`src/rtl/core/arpc_pkg.sv`:
```
// ----------------------------------------------------------------------------
// ARP cache package
// Shared types and constants for the ARP cache scan chain.
// ----------------------------------------------------------------------------
package arpc_pkg;

  localparam int unsigned IpW   = 32;
  localparam int unsigned MacW  = 48;
  localparam int unsigned TimeW = 32;
  localparam int unsigned FuncW = 2;
  localparam int unsigned OutIdxW = 4;
  // Entry numbers are carried at the width of the largest supported table.
  localparam int unsigned SlotW = 8;

  typedef enum logic [FuncW-1:0] {
    FUNC_ADD    = 2'd0,
    FUNC_DELETE = 2'd1,
    FUNC_SEARCH = 2'd2
  } func_e;

  // Running result of the scan, handed from cell to cell.
  typedef struct packed {
    logic              valid;
    logic              have_free;
    logic [SlotW-1:0]  free_at;
    logic              have_old;
    logic [TimeW-1:0]  old_stamp;
    logic [SlotW-1:0]  old_at;
    logic              found;
    logic [SlotW-1:0]  found_at;
    logic [MacW-1:0]   found_mac;
  } scan_t;

  // Entry write broadcast to all cells.
  typedef struct packed {
    logic              en;
    logic [SlotW-1:0]  slot;
    logic [MacW-1:0]   mac;
    logic [IpW-1:0]    ip;
    logic [TimeW-1:0]  stamp;
  } wr_t;

endpackage

```
`src/rtl/core/arpc_cell.sv`:
```
// ----------------------------------------------------------------------------
// ARP cache cell
// Holds one table entry and folds it into the scan record passing through.
// ----------------------------------------------------------------------------
module arpc_cell #(
  parameter int unsigned INDEX = 0
) (
  input  logic                        clk_i,
  input  logic                        rst_ni,
  input  logic [arpc_pkg::IpW-1:0]    key_i,
  input  arpc_pkg::scan_t             scan_i,
  output arpc_pkg::scan_t             scan_o,
  input  arpc_pkg::wr_t               wr_i
);

  localparam logic [arpc_pkg::SlotW-1:0] MyIdx = arpc_pkg::SlotW'(INDEX);

  logic [arpc_pkg::MacW-1:0]  mac_q;
  logic [arpc_pkg::IpW-1:0]   ip_q;
  logic [arpc_pkg::TimeW-1:0] stamp_q;
  arpc_pkg::scan_t            scan_d, scan_q;
  logic                       occupied;
  logic                       match;

  assign occupied = (mac_q != '0);
  assign match    = occupied && (ip_q == key_i);

  always_comb begin
    scan_d = scan_i;
    if (!scan_i.found && match) begin
      scan_d.found     = 1'b1;
      scan_d.found_at  = MyIdx;
      scan_d.found_mac = mac_q;
    end
    if (!occupied && !scan_i.have_free) begin
      scan_d.have_free = 1'b1;
      scan_d.free_at   = MyIdx;
    end
    if (occupied && (!scan_i.have_old || (stamp_q < scan_i.old_stamp))) begin
      scan_d.have_old  = 1'b1;
      scan_d.old_stamp = stamp_q;
      scan_d.old_at    = MyIdx;
    end
  end

  always_ff @(posedge clk_i or negedge rst_ni) begin
    if (!rst_ni) begin
      scan_q  <= '0;
      mac_q   <= '0;
      ip_q    <= '0;
      stamp_q <= '0;
    end else begin
      scan_q <= scan_d;
      if (wr_i.en && (wr_i.slot == MyIdx)) begin
        mac_q   <= wr_i.mac;
        ip_q    <= wr_i.ip;
        stamp_q <= wr_i.stamp;
      end
    end
  end

  assign scan_o = scan_q;

endmodule

```
`config.mk`:
```
export PLATFORM = sky130hd
export DESIGN_NAME = arpc_cell
export DESIGN_NICKNAME = d
export VERILOG_FILES = /design/src/rtl/core/arpc_pkg.sv /design/src/rtl/core/arpc_cell.sv
export SDC_FILE = /design/constraint.sdc
export NUM_CORES = 1
export LEC_CHECK = 0
export BUFFER_PORTS_ARGS = -buffer_cell sky130_fd_sc_hd__buf_4
export CAP_MARGIN = 20
export CORE_AREA = 2 2 145 147
export DETAILED_ROUTE_END_ITERATION = 8
export DIE_AREA = 0 0 147 149
export PLACE_DENSITY = 0.77
export RECOVER_POWER = 25
export SYNTH_ARGS = -nofsm -noshare
export SYNTH_HDL_FRONTEND = slang
export SYNTH_SLANG_ARGS = --single-unit
```
`constraint.sdc`:
```
create_clock -name clk_i -period 6.9 [get_ports clk_i]
set_input_delay 1.035 -clock clk_i [delete_from_list [all_inputs] [get_ports clk_i]]
set_output_delay 1.035 -clock clk_i [all_outputs]
set_load 0.005 [all_outputs]
```
Word-level counts from Yosys, hierarchy flattened. Index checks and enable logic that the tools add are counted. Widths: inputs -> output; s select.

Register bits after elaboration: 220. Output and inout port bits: 108.

Reductions and logical operators: 12. Equal/unequal tests: 1. Mux-type cells: 3. Order comparisons: 1.

Operators by type and width (count): $mux 57 (1); $reduce_bool 48->1 (1); $mux 41 (1); $eq 32x32->1 (1); $lt 32x32->1 (1); $mux 9 (1); $logic_not 8->1 (1); $logic_and 1x1->1 (5); $logic_not 1->1 (4); $logic_or 1x1->1 (1).

Logic depth before layout (Yosys ltp). Gate-level depths: netlist (run 1).

Depth after elaboration: 4. Depth in mapped cells: 9.

Worst setup path before layout (run 1). Ideal clock, no wire load.

Path type: input to register. From: input port scan_i[95] in the netlist's numbering. To: register scan_q, in the netlist scan_o[65]. Path slack: 3.867 ns. Arrival: 2.908 ns. Stages: 9. Path buffers: 1. Cells stage by stage: inv_1 > ha_1 > a21oi_1 > nand2_1 > a221oi_1 > o211ai_1 > a221oi_4 > buf_6 > mux2_2.

RTL lines: from (decl) (RTL line arpc_cell.sv:11) `input arpc_pkg::scan_t scan_i,`; to (signal assigned) (RTL line arpc_cell.sv:53) `scan_q <= scan_d;`; to (decl) (RTL line arpc_cell.sv:21) `arpc_pkg::scan_t scan_d, scan_q;`.

==> impl_metrics.toml, run 1 <==
[outcome]
run_status = "finished with violations"
violations = "max-capacitance violations, max-slew violations"

[finish]
drive_above_1_share_pct = 58.47
fin_util_pct = 64.47
multi_input_area_um2 = 3638
synthToLayoutAreaGrowth_pct = 40.27
final_net_count = 1312
diodes = 0
seqCellArea_um2 = 5505
num-fill-cells = 1599

[route]
met3_length_um = 1805
met1_length_um = 8782
wl_met2_um = 12510
wire_per_inst_um = 18.40
drc = 0
vias = 6396
highest_layer = "met4"
drtIter0Drc = 182
drt-total-wl_um = 24070
ant_nets = 0
firstDrtPassIters = 4
vias_per_cell = 4.890

[critical_path]
end_kind = "async pin"
crit_arrival_ns = 3.87
critPathTopFamily = "buffers and inverters"
cp.required_ns = 6.84
cp.buffers_inverters = 2
crit_slowest_cell = "clkbuf_2"
crit_type = "primary input to async pin"
worstRegToRegCells = 7
path_max_fanout = 124
reg2reg_from = "ip_q[12]"
path_cells = "buf_8 > clkbuf_2"
startpoint_type = "primary input"
reg2reg_slack_ns = 3.74
slowest_delay_ns = 2.20
r2r_end = "scan_o[46]"

[sta]
finalMaxSlewViolations = 125
finalSetupViolCount = 0
period_share_pct = 56.99
slew_headroom_pct = -102.1
fin_tns_setup_ns = 0
worst_pin_slew_ns = 3.031
max_freq_ghz = 0.2543
hold_viol_final = 0
period_needed_ns = 3.932
rsz0062_at_grt = "no"
finClkSkew_ns = 0.01662

[global_route]
grt_pass1_wl_um = 37610
grt_pass1_vias = 7055
grt-ovfl-total = 0
grt_usage_pct = 21.86
grt_max_degree = 125
grt_antenna_before_repair = 0

[synth]
synth_edf_count = 0
synth_cell_types = 36
async_reset_ff_share_pct = 100.0
yosys_most_used_dff = "dfrtp_1"
ys_warn_count = 0
synth_cells = 638
synth.top_cell.area_share_pct = 58.27
synth-seq-area-share_pct = 58.27
synthTopCellsByArea = "dfrtp_1 (58%), mux2_2 (18%), mux2_4 (6.4%), ha_1 (4.1%), xnor2_1 (3.0%)"
syn_area_um2 = 9448
syn_nets = 932
synth_largest_area_cell = "dfrtp_1"
syn_avg_cell_area_um2 = 14.81
synth_seq_cells = 220

[floorplan]
die_y_um = 149
start_util_pct = 45.96
fp.dieW_um = 147
core_area_um2 = 20560
rows = 53
ios = 371
dieArea_um2 = 21900

[cts]
path_clk_slew_ns = 0.06
cts.sinks = 220
cts_buffers = 25
cts_buffer_depth = 3
cts_hold_buf = 0
htree_levels = 1
cts_resized = 0
clk_latency_ns = 0.51
postCtsSetupBuffers = 0
cts_tree = "built"
cts-root-buf = "clkbuf_16"

[place]
gp_congestion = 0.7850
io_buffers = 370
hpwl_um = 18050

[power]
power_density_nw_per_um2 = 244.5
p_leak_nw = 6.974
vdd_drop_max_mv = 0.1783

[flow_run]
cap_viol_max_count = 1

[hold_path]
hold_depth = 1
min_to = "scan_o[66]"
min_from = "stamp_q[1]"
min_path_type = "register to register"
==> flip-flops by register name (all words and copies together) (netlist names) <==
| register | count |
|---|---|
| scan_o | 108 |
| stamp_q | 32 |
| ip_q | 32 |
| mac_q | 48 |
==> per-layer routing <==
layer,GRT usage [%],vias to the layer above
met5,0,-
met4,7.933,0
met1,25.25,3110
li1,-,2981
met3,6.055,54
met2,39.11,251
==> synth_stat cells, types with 7 or more instances <==
library cell and instances:
clkbuf_1 9, mux2_2 150, dfrtp_1 220, mux2_4 40, a21oi_1 12, nor2b_1 24
nor4_1 15, nand2_1 11, nand4_1 13, ha_1 31, xnor2_1 32, nor2_1 7
inv_1 32
==> stage by stage <==
stage / area (um^2) / hold WS, ns / total power, mW / setup WS, ns / cells
6_report: 13250 / 0.5239 / 3.240 / 2.968 / 1308
5_1_grt: 13250 / 0.5353 / 3.383 / 2.152 / 1308
4_1_cts: 13270 / 0.5300 / 3.284 / 3.367 / 1308
3_5_place_dp: 12450 / 0.5172 / 1.934 / 2.835 / 1266
3_3_place_gp: 12450 / 0.5102 / 1.923 / 2.872 / 1266
2_1_floorplan: 9448 / 0.4852 / 1.641 / 3.867 / 638
==> how the worst max path moves through the flow <==
stage               slack [ns]    endpoint       start  cells past startpoint
finish                    2.97    ip_q[29]      rst_ni                      2
global route              2.15    ip_q[11]      rst_ni                      2
CTS                       3.37  scan_o[46]   key_i[19]                      8
detailed placement        2.83  scan_o[46]   key_i[19]                      8
global placement          2.87   scan_o[0]   key_i[12]                      8
floorplan                 3.87  scan_o[65]  scan_i[95]                      9
==> cell type report <==
type                       instances  share of cell area (%)
sequential                       220                   41.54
multi-input combinational        364                   27.45
timing repair buffer             375                   21.28
clock buffer                      33                   5.098
tap                              275                   2.596
clock inverter                     9                   1.123
inverter                          32                  0.9063
==> cell families (layout without fill, tap and decap cells) <==
family	count (synthesis)	in the layout	share of synthesized area [%]
DFF	220	220	58.27
muxes	192	192	24.47
and+or+nand+nor	84	84	5.165
buffers and inverters	54	449	3.245
xor gates and xnor gates	32	32	2.967
adders and majority gates	31	31	4.105
AOI/OAI and AO/OA	25	25	1.775
==> power by group <==
group	switching [mW]	total (mW)	internal, mW	leakage, nW
Sequential	0.0454	1.43	1.39	2.88
Combinational	0.176	0.468	0.292	3.69
Clock	0.507	1.34	0.832	0.406
==> placed cells by master (no fill, tap or decap), types with 2 or more instances in the layout <==
cell type  instances
clkbuf_1           6
nand4_1           13
nor2b_1           24
mux2_4            40
inv_1             32
dfrtp_1          220
nand3_1            4
ha_1              31
clkbuf_8           2
nor4_1            15
a21oi_1           12
and4_1             2
or2b_1             2
clkinv_2           4
nor2_1             6
o21ai_0            4
clkbuf_16         25
buf_4            372
xnor2_1           32
bufinv_16          4
nor3_1             2
mux2_1             2
mux2_2           150
nand2_1           11
Power figures use the tool's default switching activity.
==> run 2, diff against run 1 <==
Settings changed: CORE_AREA 2 2 145 147 to 2 2 142 144, DIE_AREA 0 0 147 149 to 0 0 144 146, PLACE_DENSITY 0.77 to 0.8.
Clock period 6.9 ns to 4.02 ns, I/O delays scaled along.
==> impl_metrics.toml, run 2 (same netlist as run 1, synthesis figures left out) <==
[cts]
htree_levels = 1
postCtsSetupBuffers = 0
cts_tree = "built"
path_clk_slew_ns = 0.06
cts_buffers = 24
cts_buffer_depth = 3
cts_hold_buf = 0
clk_latency_ns = 0.51
cts.sinks = 220
cts_resized = 0
cts-root-buf = "clkbuf_16"

[floorplan]
dieArea_um2 = 21020
core_area_um2 = 19330
die_y_um = 146
ios = 371
rows = 51
start_util_pct = 48.86
fp.dieW_um = 144

[route]
wire_per_inst_um = 18.92
met1_length_um = 8742
wl_met2_um = 12530
firstDrtPassIters = 4
vias_per_cell = 4.990
drc = 0
met3_length_um = 2150
vias = 6497
ant_nets = 0
drt-total-wl_um = 24630
drtIter0Drc = 174
highest_layer = "met5"

[finish]
drive_above_1_share_pct = 58.69
final_net_count = 1313
design_area_um2 = 13270
num-fill-cells = 1429
synthToLayoutAreaGrowth_pct = 40.43
final_common_cell = "buf_4"
instances_no_fill = 1302
layout_common_cells = "buf_4 (371), dfrtp_1 (220), mux2_2 (150)"
largest_register_ffs = 108
fin_util_pct = 68.62

[critical_path]
slowest_delay_ns = 0.49
end_kind = "register"
path_max_fanout = 40
crit_type = "register to register"
crit_slowest_cell = "buf_4"
reg2reg_slack_ns = 1.21
cp.buffers_inverters = 1
cp.required_ns = 4.41
startpoint_type = "register"
crit_arrival_ns = 3.19
path_cells = "ha_1 > a211o_1 > a31oi_1 > o311a_1 > o21ai_1 > a221oi_4 > buf_4 > mux2_2"
critPathTopFamily = "compound AO/OA/AOI/OAI gates"

[sta]
period_share_pct = 69.85
max_freq_ghz = 0.3561
worst_pin_slew_ns = 2.405
period_needed_ns = 2.808
slew_headroom_pct = -60.32
fin_tns_setup_ns = 0
rsz0062_at_grt = "no"
worst_hold_slack_ns = 0.2284
finalMaxSlewViolations = 97
finalSetupViolCount = 0
finClkSkew_ns = 0.01341
worst_slack_ns = 1.212
hold_viol_final = 0

[flow_run]
cap_viol_max_count = 1

[global_route]
grt_usage_pct = 23.22
grt-ovfl-total = 0
grt_pass1_vias = 7023
grt_pass1_wl_um = 37690
grt_antenna_before_repair = 2
grt_max_degree = 113

[power]
vdd_drop_max_mv = 0.2959
power_density_nw_per_um2 = 410.5
p_leak_nw = 6.984
power_mw = 5.447

[place]
io_buffers = 370
dpl.cell_count = 1258
pre_cts_ws_ns = 0.8911
hpwl_um = 18570
placed_cell_area_um2 = 12490
gp_congestion = 0.8518

[outcome]
run_status = "finished with violations"
violations = "max-capacitance violations, max-slew violations"

[hold_path]
min_path_type = "primary input to register"
==> run 2: final timing paths <==
check / from / end / cells past startpoint
worst min-delay path: scan_i[107] / scan_o[107] / 1
worst min register to register: stamp_q[0] / stamp_q[0] / 1
worst max register to register: stamp_q[2] / scan_o[74] / 8
max in group asynchronous: rst_ni / stamp_q[21] / 2
worst max-delay path: stamp_q[2] / scan_o[74] / 8
min in group asynchronous: rst_ni / scan_o[80] / 1
==> run 2: layer usage <==
| layer | GRT usage (%) | up-vias |
|---|---|---|
| met5 | 0 | - |
| met4 | 10.29 | 2 |
| met3 | 7.141 | 65 |
| met2 | 40.76 | 266 |
| met1 | 25.66 | 3165 |
| li1 | - | 2999 |
==> run 2: layout make-up <==
cell class                 instances  area [um^2]  area share [%]
antenna                            1        2.502         0.01886
clock buffer                      34        689.4           5.196
clock inverter                     9        97.59          0.7356
inverter                          32        120.1          0.9053
multi-input combinational        364         3643           27.46
sequential                       220         5505           41.49
tap                              265        331.6           2.499
timing repair buffer             377         2878           21.69
==> run 2: power by group <==
group          internal (mW)  switching (mW)
Sequential              2.38          0.0783
Clock                   1.32           0.851
Combinational          0.506           0.313
Total                   4.20            1.24
